[src/rtl/atr_pkg.sv]
// ----------------------------------------------------------------------------
// atr_pkg: shared types and constants for the average true range block
// Widths, controller states and the command/status records between the
// controller and the datapath.
// ----------------------------------------------------------------------------
package atr_pkg;

	localparam int PRICE_W        = 32;
	localparam int CNT_W          = 7;
	localparam int WIN_MAX        = 127;
	localparam int SUM_W          = PRICE_W + CNT_W;
	localparam int FRAC_W         = 8;
	localparam int DIVD_W         = SUM_W + FRAC_W;
	localparam int AVG_W          = 40;
	localparam int STEP_W         = $clog2(DIVD_W);
	localparam int ATR_MAX_WINDOW = 64;
	localparam logic [CNT_W-1:0] WINDOW_RESET = CNT_W'(14);

	typedef enum logic [2:0] {
		ST_IDLE,
		ST_TR,
		ST_SUB,
		ST_ADD,
		ST_DIV,
		ST_DONE
	} atr_state_t;

	typedef struct packed {
		logic ready;
		logic calc_tr;
		logic sub_old;
		logic add_new;
		logic div_step;
		logic finish;
	} atr_cmd_t;

	typedef struct packed {
		logic in_valid;
		logic in_first;
		logic div_last;
		logic out_free;
	} atr_stat_t;

endpackage

[src/rtl/atr_if.sv]
// ----------------------------------------------------------------------------
// atr_if: bar input and average output channels
// Valid/ready channels; a word moves when valid and ready are both high.
// ----------------------------------------------------------------------------
interface atr_in_if import atr_pkg::*; ();
	logic               valid;
	logic               ready;
	logic [PRICE_W-1:0] bar_high;
	logic [PRICE_W-1:0] bar_low;
	logic [PRICE_W-1:0] bar_close;
	logic               first_bar;

	modport source (output valid, bar_high, bar_low, bar_close, first_bar, input ready);
	modport sink   (input valid, bar_high, bar_low, bar_close, first_bar, output ready);
endinterface

interface atr_out_if import atr_pkg::*; ();
	logic             valid;
	logic             ready;
	logic [AVG_W-1:0] range_average;
	logic [CNT_W-1:0] bars_averaged;

	modport source (output valid, range_average, bars_averaged, input ready);
	modport sink   (input valid, range_average, bars_averaged, output ready);
endinterface

[src/rtl/atr_ram.sv]
// ----------------------------------------------------------------------------
// atr_ram: generic single-write, single-read RAM
// One write port, one read port with registered read data.
// ----------------------------------------------------------------------------
module atr_ram #(
	parameter int WIDTH = 32,
	parameter int DEPTH = 64
) (
	input  logic                     clk,
	input  logic                     we,
	input  logic [$clog2(DEPTH)-1:0] waddr,
	input  logic [WIDTH-1:0]         wdata,
	input  logic                     re,
	input  logic [$clog2(DEPTH)-1:0] raddr,
	output logic [WIDTH-1:0]         rdata
);

	logic [WIDTH-1:0] mem [DEPTH];

	always_ff @(posedge clk) begin
		if (we) begin
			mem[waddr] <= wdata;
		end
		if (re) begin
			rdata <= mem[raddr];
		end
	end

endmodule

[src/rtl/atr_ctrl.sv]
// ----------------------------------------------------------------------------
// atr_ctrl: sequencing controller
// Steps one bar through true range, window update, division and output.
// ----------------------------------------------------------------------------
module atr_ctrl import atr_pkg::*; (
	input  logic      clk,
	input  logic      arst_n,
	input  atr_stat_t stat,
	output atr_cmd_t  cmd
);

	atr_state_t state_q;
	atr_state_t state_nx;

	always_ff @(posedge clk or negedge arst_n) begin
		if (!arst_n) begin
			state_q <= ST_IDLE;
		end else begin
			state_q <= state_nx;
		end
	end

	always_comb begin
		cmd      = '0;
		state_nx = state_q;
		unique case (state_q)
			ST_IDLE: begin
				cmd.ready = 1'b1;
				if (stat.in_valid) begin
					state_nx = stat.in_first ? ST_DONE : ST_TR;
				end
			end
			ST_TR: begin
				cmd.calc_tr = 1'b1;
				state_nx    = ST_SUB;
			end
			ST_SUB: begin
				cmd.sub_old = 1'b1;
				state_nx    = ST_ADD;
			end
			ST_ADD: begin
				cmd.add_new = 1'b1;
				state_nx    = ST_DIV;
			end
			ST_DIV: begin
				cmd.div_step = 1'b1;
				if (stat.div_last) begin
					state_nx = ST_DONE;
				end
			end
			ST_DONE: begin
				if (stat.out_free) begin
					cmd.finish = 1'b1;
					state_nx   = ST_IDLE;
				end
			end
			default: state_nx = ST_IDLE;
		endcase
	end

endmodule

[src/rtl/atr_datapath.sv]
// ----------------------------------------------------------------------------
// atr_datapath: true range, ring window, running sum and radix-2 divider
// Holds the window register, the ring memory and the output register.
// ----------------------------------------------------------------------------
module atr_datapath import atr_pkg::*; #(
	parameter int MAX_WINDOW = ATR_MAX_WINDOW
) (
	input  logic             clk,
	input  logic             arst_n,
	input  logic             cfg_we,
	input  logic [CNT_W-1:0] cfg_wdata,
	atr_in_if.sink           bar_in,
	atr_out_if.source        avg_out,
	input  atr_cmd_t         cmd,
	output atr_stat_t        stat
);

	localparam int ADDR_W  = $clog2(MAX_WINDOW);
	localparam int WIN_CAP = (MAX_WINDOW > WIN_MAX) ? WIN_MAX : MAX_WINDOW;

	logic [CNT_W-1:0]   window_q;
	logic [PRICE_W-1:0] prev_close_q;
	logic [SUM_W-1:0]   sum_q;
	logic [CNT_W-1:0]   filled_q;
	logic [CNT_W-1:0]   ptr_q;
	logic [STEP_W-1:0]  step_q;
	logic               out_valid_q;

	logic [PRICE_W-1:0] high_q;
	logic [PRICE_W-1:0] low_q;
	logic [PRICE_W-1:0] close_q;
	logic               first_q;
	logic [PRICE_W-1:0] tr_q;
	logic [DIVD_W-1:0]  div_q;
	logic [CNT_W-1:0]   rem_q;
	logic [AVG_W-1:0]   avg_q;
	logic [CNT_W-1:0]   cnt_q;

	logic [CNT_W-1:0]   win;
	logic [CNT_W-1:0]   ptr_adj;
	logic [CNT_W-1:0]   ptr_inc;
	logic [CNT_W:0]     ptr_sum;
	logic [PRICE_W-1:0] gap_hl;
	logic [PRICE_W-1:0] gap_hc;
	logic [PRICE_W-1:0] gap_lc;
	logic [PRICE_W-1:0] tr_nx;
	logic               full;
	logic [CNT_W:0]     rem_cat;
	logic               rem_ge;
	logic [CNT_W:0]     rem_sub;
	logic [SUM_W-1:0]   sum_new;
	logic [PRICE_W-1:0] old_tr;
	logic               accept;

	function automatic logic [PRICE_W-1:0] abs_gap(input logic [PRICE_W-1:0] a,
	                                               input logic [PRICE_W-1:0] b);
		return (a >= b) ? (a - b) : (b - a);
	endfunction

	assign accept = bar_in.valid && cmd.ready;

	always_comb begin
		if (window_q == '0) begin
			win = CNT_W'(1);
		end else if (window_q > CNT_W'(WIN_CAP)) begin
			win = CNT_W'(WIN_CAP);
		end else begin
			win = window_q;
		end
	end

	assign ptr_adj = (ptr_q >= win) ? '0 : ptr_q;
	assign ptr_sum = {1'b0, ptr_q} + (CNT_W+1)'(1);
	assign ptr_inc = (ptr_sum >= {1'b0, win}) ? '0 : ptr_sum[CNT_W-1:0];
	assign full    = (filled_q >= win);

	assign gap_hl = abs_gap(high_q, low_q);
	assign gap_hc = abs_gap(high_q, prev_close_q);
	assign gap_lc = abs_gap(low_q, prev_close_q);

	always_comb begin
		tr_nx = gap_hl;
		if (gap_hc > tr_nx) begin
			tr_nx = gap_hc;
		end
		if (gap_lc > tr_nx) begin
			tr_nx = gap_lc;
		end
	end

	assign sum_new = sum_q + SUM_W'(tr_q);
	assign rem_cat = {rem_q, div_q[DIVD_W-1]};
	assign rem_ge  = (rem_cat >= {1'b0, filled_q});
	assign rem_sub = rem_cat - {1'b0, filled_q};

	atr_ram #(
		.WIDTH (PRICE_W),
		.DEPTH (MAX_WINDOW)
	) u_ring (
		.clk   (clk),
		.we    (cmd.add_new),
		.waddr (ADDR_W'(ptr_q)),
		.wdata (tr_q),
		.re    (cmd.calc_tr),
		.raddr (ADDR_W'(ptr_adj)),
		.rdata (old_tr)
	);

	always_ff @(posedge clk or negedge arst_n) begin
		if (!arst_n) begin
			window_q     <= WINDOW_RESET;
			prev_close_q <= '0;
			sum_q        <= '0;
			filled_q     <= '0;
			ptr_q        <= '0;
			step_q       <= '0;
			out_valid_q  <= 1'b0;
		end else begin
			if (cfg_we) begin
				window_q <= cfg_wdata;
				sum_q    <= '0;
				filled_q <= '0;
				ptr_q    <= '0;
			end
			if (cmd.calc_tr) begin
				prev_close_q <= close_q;
				ptr_q        <= ptr_adj;
			end
			if (cmd.sub_old) begin
				if (full) begin
					sum_q    <= sum_q - SUM_W'(old_tr);
					filled_q <= win;
				end else begin
					filled_q <= filled_q + CNT_W'(1);
				end
			end
			if (cmd.add_new) begin
				sum_q  <= sum_new;
				ptr_q  <= ptr_inc;
				step_q <= '0;
			end
			if (cmd.div_step) begin
				step_q <= step_q + STEP_W'(1);
			end
			if (cmd.finish) begin
				out_valid_q <= 1'b1;
				if (first_q) begin
					prev_close_q <= close_q;
					sum_q        <= '0;
					filled_q     <= '0;
					ptr_q        <= '0;
				end
			end else if (avg_out.ready) begin
				out_valid_q <= 1'b0;
			end
		end
	end

	always_ff @(posedge clk) begin
		if (accept) begin
			high_q  <= bar_in.bar_high;
			low_q   <= bar_in.bar_low;
			close_q <= bar_in.bar_close;
			first_q <= bar_in.first_bar;
		end
		if (cmd.calc_tr) begin
			tr_q <= tr_nx;
		end
		if (cmd.add_new) begin
			div_q <= {sum_new, FRAC_W'(0)};
			rem_q <= '0;
		end
		if (cmd.div_step) begin
			div_q <= {div_q[DIVD_W-2:0], rem_ge};
			rem_q <= rem_ge ? rem_sub[CNT_W-1:0] : rem_cat[CNT_W-1:0];
		end
		if (cmd.finish) begin
			avg_q <= first_q ? '0 : div_q[AVG_W-1:0];
			cnt_q <= first_q ? '0 : filled_q;
		end
	end

	assign bar_in.ready          = cmd.ready;
	assign avg_out.valid         = out_valid_q;
	assign avg_out.range_average = avg_q;
	assign avg_out.bars_averaged = cnt_q;

	assign stat.in_valid = bar_in.valid;
	assign stat.in_first = bar_in.first_bar;
	assign stat.div_last = (step_q == STEP_W'(DIVD_W - 1));
	assign stat.out_free = !out_valid_q || avg_out.ready;

endmodule

[src/rtl/average_true_range.sv]
// ----------------------------------------------------------------------------
// average_true_range: simple moving average of bar true ranges
// Steps: a first bar goes straight to the output register; any other bar
// passes through true range, subtract, add and 47 radix-2 divide steps.
// A new bar is taken only once the last is done; the divider is bit-serial.
// A word left waiting in the output register holds the next bar.
// Reset: asynchronous; window 14, window empty, previous close zero.
// ----------------------------------------------------------------------------
module average_true_range import atr_pkg::*; #(
	parameter int MAX_WINDOW = ATR_MAX_WINDOW
) (
	input  logic             clk,
	input  logic             arst_n,
	input  logic             cfg_we,
	input  logic [CNT_W-1:0] cfg_wdata,
	atr_in_if.sink           bar_in,
	atr_out_if.source        avg_out
);

	localparam int WIN_CAP = (MAX_WINDOW > WIN_MAX) ? WIN_MAX : MAX_WINDOW;

	atr_cmd_t  cmd;
	atr_stat_t stat;

	atr_ctrl u_ctrl (
		.clk    (clk),
		.arst_n (arst_n),
		.stat   (stat),
		.cmd    (cmd)
	);

	atr_datapath #(
		.MAX_WINDOW (MAX_WINDOW)
	) u_dp (
		.clk       (clk),
		.arst_n    (arst_n),
		.cfg_we    (cfg_we),
		.cfg_wdata (cfg_wdata),
		.bar_in    (bar_in),
		.avg_out   (avg_out),
		.cmd       (cmd),
		.stat      (stat)
	);

	a_cmd_onehot: assert property (@(posedge clk) disable iff (!arst_n)
		$onehot0(cmd))
		else $error("controller issued more than one command");

	a_busy_after_accept: assert property (@(posedge clk) disable iff (!arst_n)
		(bar_in.valid && bar_in.ready) |=> !bar_in.ready)
		else $error("input taken while a bar is in progress");

	a_count_cap: assert property (@(posedge clk) disable iff (!arst_n)
		avg_out.valid |-> (avg_out.bars_averaged <= CNT_W'(WIN_CAP)))
		else $error("bars averaged above window cap");

	a_zero_count: assert property (@(posedge clk) disable iff (!arst_n)
		(avg_out.valid && avg_out.bars_averaged == '0) |-> (avg_out.range_average == '0))
		else $error("nonzero average with empty window");

endmodule

[src/flat_wrapper.sv]
// flat-port wrapper written by rule: the top's interface ports become plain ports
module average_true_range_flat import atr_pkg::*;
#(
	parameter int MAX_WINDOW = ATR_MAX_WINDOW
)
  (clk, arst_n, cfg_we, cfg_wdata, bar_in_valid, bar_in_bar_high, bar_in_bar_low, bar_in_bar_close, bar_in_first_bar, bar_in_ready, avg_out_valid, avg_out_range_average, avg_out_bars_averaged, avg_out_ready);
  atr_in_if bar_in_i ();
  atr_out_if avg_out_i ();
  input  logic clk;
  input  logic arst_n;
  input  logic cfg_we;
  input  logic [CNT_W-1:0] cfg_wdata;
  input wire logic [$bits(bar_in_i.valid)-1:0] bar_in_valid;
  input wire logic [$bits(bar_in_i.bar_high)-1:0] bar_in_bar_high;
  input wire logic [$bits(bar_in_i.bar_low)-1:0] bar_in_bar_low;
  input wire logic [$bits(bar_in_i.bar_close)-1:0] bar_in_bar_close;
  input wire logic [$bits(bar_in_i.first_bar)-1:0] bar_in_first_bar;
  output wire logic [$bits(bar_in_i.ready)-1:0] bar_in_ready;
  output wire logic [$bits(avg_out_i.valid)-1:0] avg_out_valid;
  output wire logic [$bits(avg_out_i.range_average)-1:0] avg_out_range_average;
  output wire logic [$bits(avg_out_i.bars_averaged)-1:0] avg_out_bars_averaged;
  input wire logic [$bits(avg_out_i.ready)-1:0] avg_out_ready;
  assign bar_in_i.valid = bar_in_valid;
  assign bar_in_i.bar_high = bar_in_bar_high;
  assign bar_in_i.bar_low = bar_in_bar_low;
  assign bar_in_i.bar_close = bar_in_bar_close;
  assign bar_in_i.first_bar = bar_in_first_bar;
  assign bar_in_ready = bar_in_i.ready;
  assign avg_out_valid = avg_out_i.valid;
  assign avg_out_range_average = avg_out_i.range_average;
  assign avg_out_bars_averaged = avg_out_i.bars_averaged;
  assign avg_out_i.ready = avg_out_ready;
  average_true_range #(.MAX_WINDOW(MAX_WINDOW)) u_core (.clk(clk), .arst_n(arst_n), .cfg_we(cfg_we), .cfg_wdata(cfg_wdata), .bar_in(bar_in_i), .avg_out(avg_out_i));
endmodule
[config.mk]
export PLATFORM = sky130hd
export DESIGN_NAME = average_true_range_flat
export DESIGN_NICKNAME = d
export VERILOG_FILES = /design/src/rtl/atr_pkg.sv /design/src/rtl/atr_if.sv /design/src/rtl/atr_ram.sv /design/src/rtl/atr_ctrl.sv /design/src/rtl/atr_datapath.sv /design/src/rtl/average_true_range.sv /design/src/flat_wrapper.sv
export SDC_FILE = /design/constraint.sdc
export NUM_CORES = 2
export LEC_CHECK = 0
export BUFFER_PORTS_ARGS = -buffer_cell sky130_fd_sc_hd__buf_4
export CAP_MARGIN = 20
export CORE_MARGIN = 2
export CORE_UTILIZATION = 35
export DETAILED_ROUTE_END_ITERATION = 8
export SLEW_MARGIN = 40
export SYNTH_ARGS = -nofsm -noshare
export SYNTH_HDL_FRONTEND = slang
export SYNTH_SLANG_ARGS = --single-unit
[constraint.sdc]
create_clock -name clk -period 9.45 [get_ports clk]
set_input_delay 1.89 -clock clk [delete_from_list [all_inputs] [get_ports clk]]
set_output_delay 1.89 -clock clk [all_outputs]
set_load 0.05 [all_outputs]
==> flow_summary.yaml <==
clocking:
  ctsHtreeMaxLevel: 5
  cts_setup_buffers: 0
  ctsHoldBuffers: 0
  cts.clk_slew.worst_paths_ns: 0.06
  cts_root_buf: "clkbuf_16"
  cts_buffers: 266
  cts_resized: 0
  clk_latency_ns: 0.94
  cts_tree: "built"
  cts_buffer_depth: 4
  clock-sinks: 2412
sta:
  max_freq_mhz: 117
  rsz0062_at_grt: "no"
  setup_viol_count_final: 0
  tightestPinTransition_ns: 1.03
  clock-skew-final_ns: 0.0960
  slew_headroom_pct: 31.5
  timing.setup.tns_ns: 0
  slew_viol_final: 0
  setup_ws_ns: 0.920
  period_share_pct: 90.3
  hold_viol_final: 0
  period_needed_ns: 8.53
grt:
  grt_pass1_vias: 73600
  grt_usage_pct: 22.2
  grt_pass1_wl_um: 527000
  grt_max_degree: 138
  antenna_found_initial: 21
  gr-total-overflow: 0
die:
  die-width_um: 567
  core_sq_mm: 0.315
  fp-row-count: 206
  die_y_um: 567
  start_util_pct: 35.2
  die_area_sq_mm: 0.321
  ios: 158
logic_synthesis:
  yosysTopAreaCell: "edfxtp_1"
  syn_area_per_cell_sq_um: 13.5
  synthDistinctLibCells: 102
  syn_nets: 8672
  ys_warn_count: 0
  synth_edf_count: 2310
  syn-cell-area_sq_mm: 0.111
  synth_flop_cell: "edfxtp_1"
  synthTopCellsByArea: "edfxtp_1 (63%), ha_1 (3.9%), mux2i_1 (2.9%)"
  synth-seq-cells: 2412
  yosysMostFrequentCell: "edfxtp_1"
  synth_top_area_share_pct: 62.6
  post_synth_most_frequent_cells: "edfxtp_1 (2,310), a21oi_1 (591), nor2_1 (432)"
  synthArstFlopShare_pct: 4.23
  synth.yosys.seq_area_share_pct: 64.9
  syn_inst: 8206
detailed_routing:
  finalWirelength_um: 371000
  via_count: 75100
  drc: 0
  wl_per_cell_um: 29.1
  drtIter0Drc: 9107
  vias_per_cell: 5.89
  dr.pass1.iters: 5
  antenna_left: 0
worst_setup_path:
  cp_max_fo: 27
  worst_ep_arrival_time_ns: 9.14
  critical_path_class: "register to register"
  crit_path_end: "u_core.u_dp.tr_q[0]"
  worst_path_max_delay_cell: "o21ai_4"
  reg2reg_slack_ns: 0.92
  rr_endpoint: "u_core.u_dp.tr_q[0]"
  reg2reg_from: "u_core.u_dp.high_q[7]"
  cpMostUsedCell: "a21o_1"
  endpoint_kind: "register"
  r2r_cells: 33
  required_ns: 10.06
  crit_start: "u_core.u_dp.high_q[7]"
  critPathLaunchType: "register"
  crit_path_max_incr_delay_ns: 0.54
pwr:
  p_leak_nw: 43.6
  ir_drop_mv: 0.464
  p_per_area_mw_per_mm2: 345
min_path:
  min_path_type: "register to register"
placement:
  io_buffers: 157
  place_inst: 12300
  pre_cts_ws_ns: 0.997
  dpl.hpwl_um: 232000
  place_congestion: 0.885
finish:
  stdcell_count: 12800
  area_delta_synth_final_pct: 14.8
  nNetsFinal: 8850
  utilization_pct: 40.4
  layout-drive-gt1-share_pct: 13.5
run:
  drv_cap: 0
run_status:
  outcome: "finished, final reports clean"
sequential cells by signal, summed over array words and instances (netlist names):
signal                             flops
u_core.u_dp.u_ring.mem              2048
u_core.u_dp.div_q                     47
u_core.u_dp.avg_out.range_average     40
u_core.u_dp.sum_q                     39
u_core.u_dp.close_q                   32
u_core.u_dp.high_q                    32
u_core.u_dp.low_q                     32
u_core.u_dp.prev_close_q              32
u_core.u_dp.tr_q                      32
u_core.u_dp.u_ring.rdata              32
u_core.u_dp.avg_out.bars_averaged      7
u_core.u_dp.filled_q                   7
u_core.u_dp.ptr_q                      7
u_core.u_dp.rem_q                      7
u_core.u_dp.window_q                   7
u_core.u_dp.step_q                     6
u_core.u_ctrl.state_q                  3
u_core.u_dp.avg_out.valid              1
u_core.u_dp.first_q                    1
cells by family after synthesis:
logic type                 synth area share (%)
buffers and inverters                      2.96
adders and majority gates                  4.09
AOI/OAI and AO/OA                          15.6
muxes                                      4.70
and+or+nand+nor                            6.49
xor gates and xnor gates                   1.30
DFF                                        64.9
area by class of cell:
class,count,area (sq um)
Multi-Input combinational cell,4967,36700
Antenna cell,7,17.5
Fill cell,29000,188000
Clock buffer,318,6960
Sequential cell,2412,71900
Tap cell,4160,5200
Inverter,294,1110
Clock inverter,157,1610
Timing Repair Buffer,443,3760
metrics by stage:
| step | instance area [sq um] | power [mW] | hold WS (ns) |
|---|---|---|---|
| 6_report | 127000 | 43.9 | 0.470 |
| 5_1_grt | 127000 | 46.0 | 0.499 |
| 4_1_cts | 127000 | 43.9 | 0.476 |
| 3_5_place_dp | 119000 | 33.5 | 0.470 |
| 3_3_place_gp | 118000 | 33.3 | 0.464 |
| 2_1_floorplan | 111000 | 26.6 | 0.449 |
metal layers:
metal	track usage, %	up-vias	part of all wire [%]
met5	0	-	0.019
met4	10.2	12	5.0
met3	3.76	634	8.3
met2	35.6	3599	46
met1	29.5	38300	41
li1	-	32600	-
how the worst min path moves through the flow:
stage                       startpoint  depth (start not counted)                      endpoint  slack [ns]
5_1_grt        u_core.u_dp.close_q[31]                          1  u_core.u_dp.prev_close_q[31]        0.50
6_report         u_core.u_dp.div_q[43]                          2         u_core.u_dp.div_q[44]        0.47
3_5_place_dp   u_core.u_dp.close_q[20]                          1  u_core.u_dp.prev_close_q[20]        0.47
3_3_place_gp   u_core.u_dp.close_q[22]                          1  u_core.u_dp.prev_close_q[22]        0.46
2_1_floorplan    u_core.u_dp.step_q[5]                          1         u_core.u_dp.step_q[5]        0.45
4_1_cts          u_core.u_dp.div_q[43]                          2         u_core.u_dp.div_q[44]        0.48
worst max-delay path, delay by kind of cell, from the launching register on:
family	cells	cell delay, ns
compound gates	18	4.20
mux	2	0.67
flops	1	0.40
xor+xnor	1	0.16
buf+inv	5	1.13
simple gates	4	0.65
fa+ha+maj	3	1.04
power breakdown:
group,internal [mW],switching [mW]
combinational,6.37,12.6
clock,5.84,4.44
sequential,14.2,0.537
total,26.4,17.5
placed cells by master (no fill, tap or decap), types with 61 or more instances in the layout:
cell,instances
a211oi_1,76
a21o_1,299
a21oi_1,589
a31oi_1,87
buf_4,374
clkbuf_16,270
dfrtp_1,97
edfxtp_1,2310
ha_1,348
inv_1,288
mux2_2,105
mux2i_1,325
nand2_1,343
nand2b_1,81
nand4_1,89
nor2_1,360
nor2_4,71
nor2b_1,90
nor3_1,133
o21ai_0,357
o221ai_1,316
o22a_1,130
o22ai_1,140
or3_1,61
xnor2_1,90
xor2_1,74
Note: power is estimated with default switching activity, not from simulation.
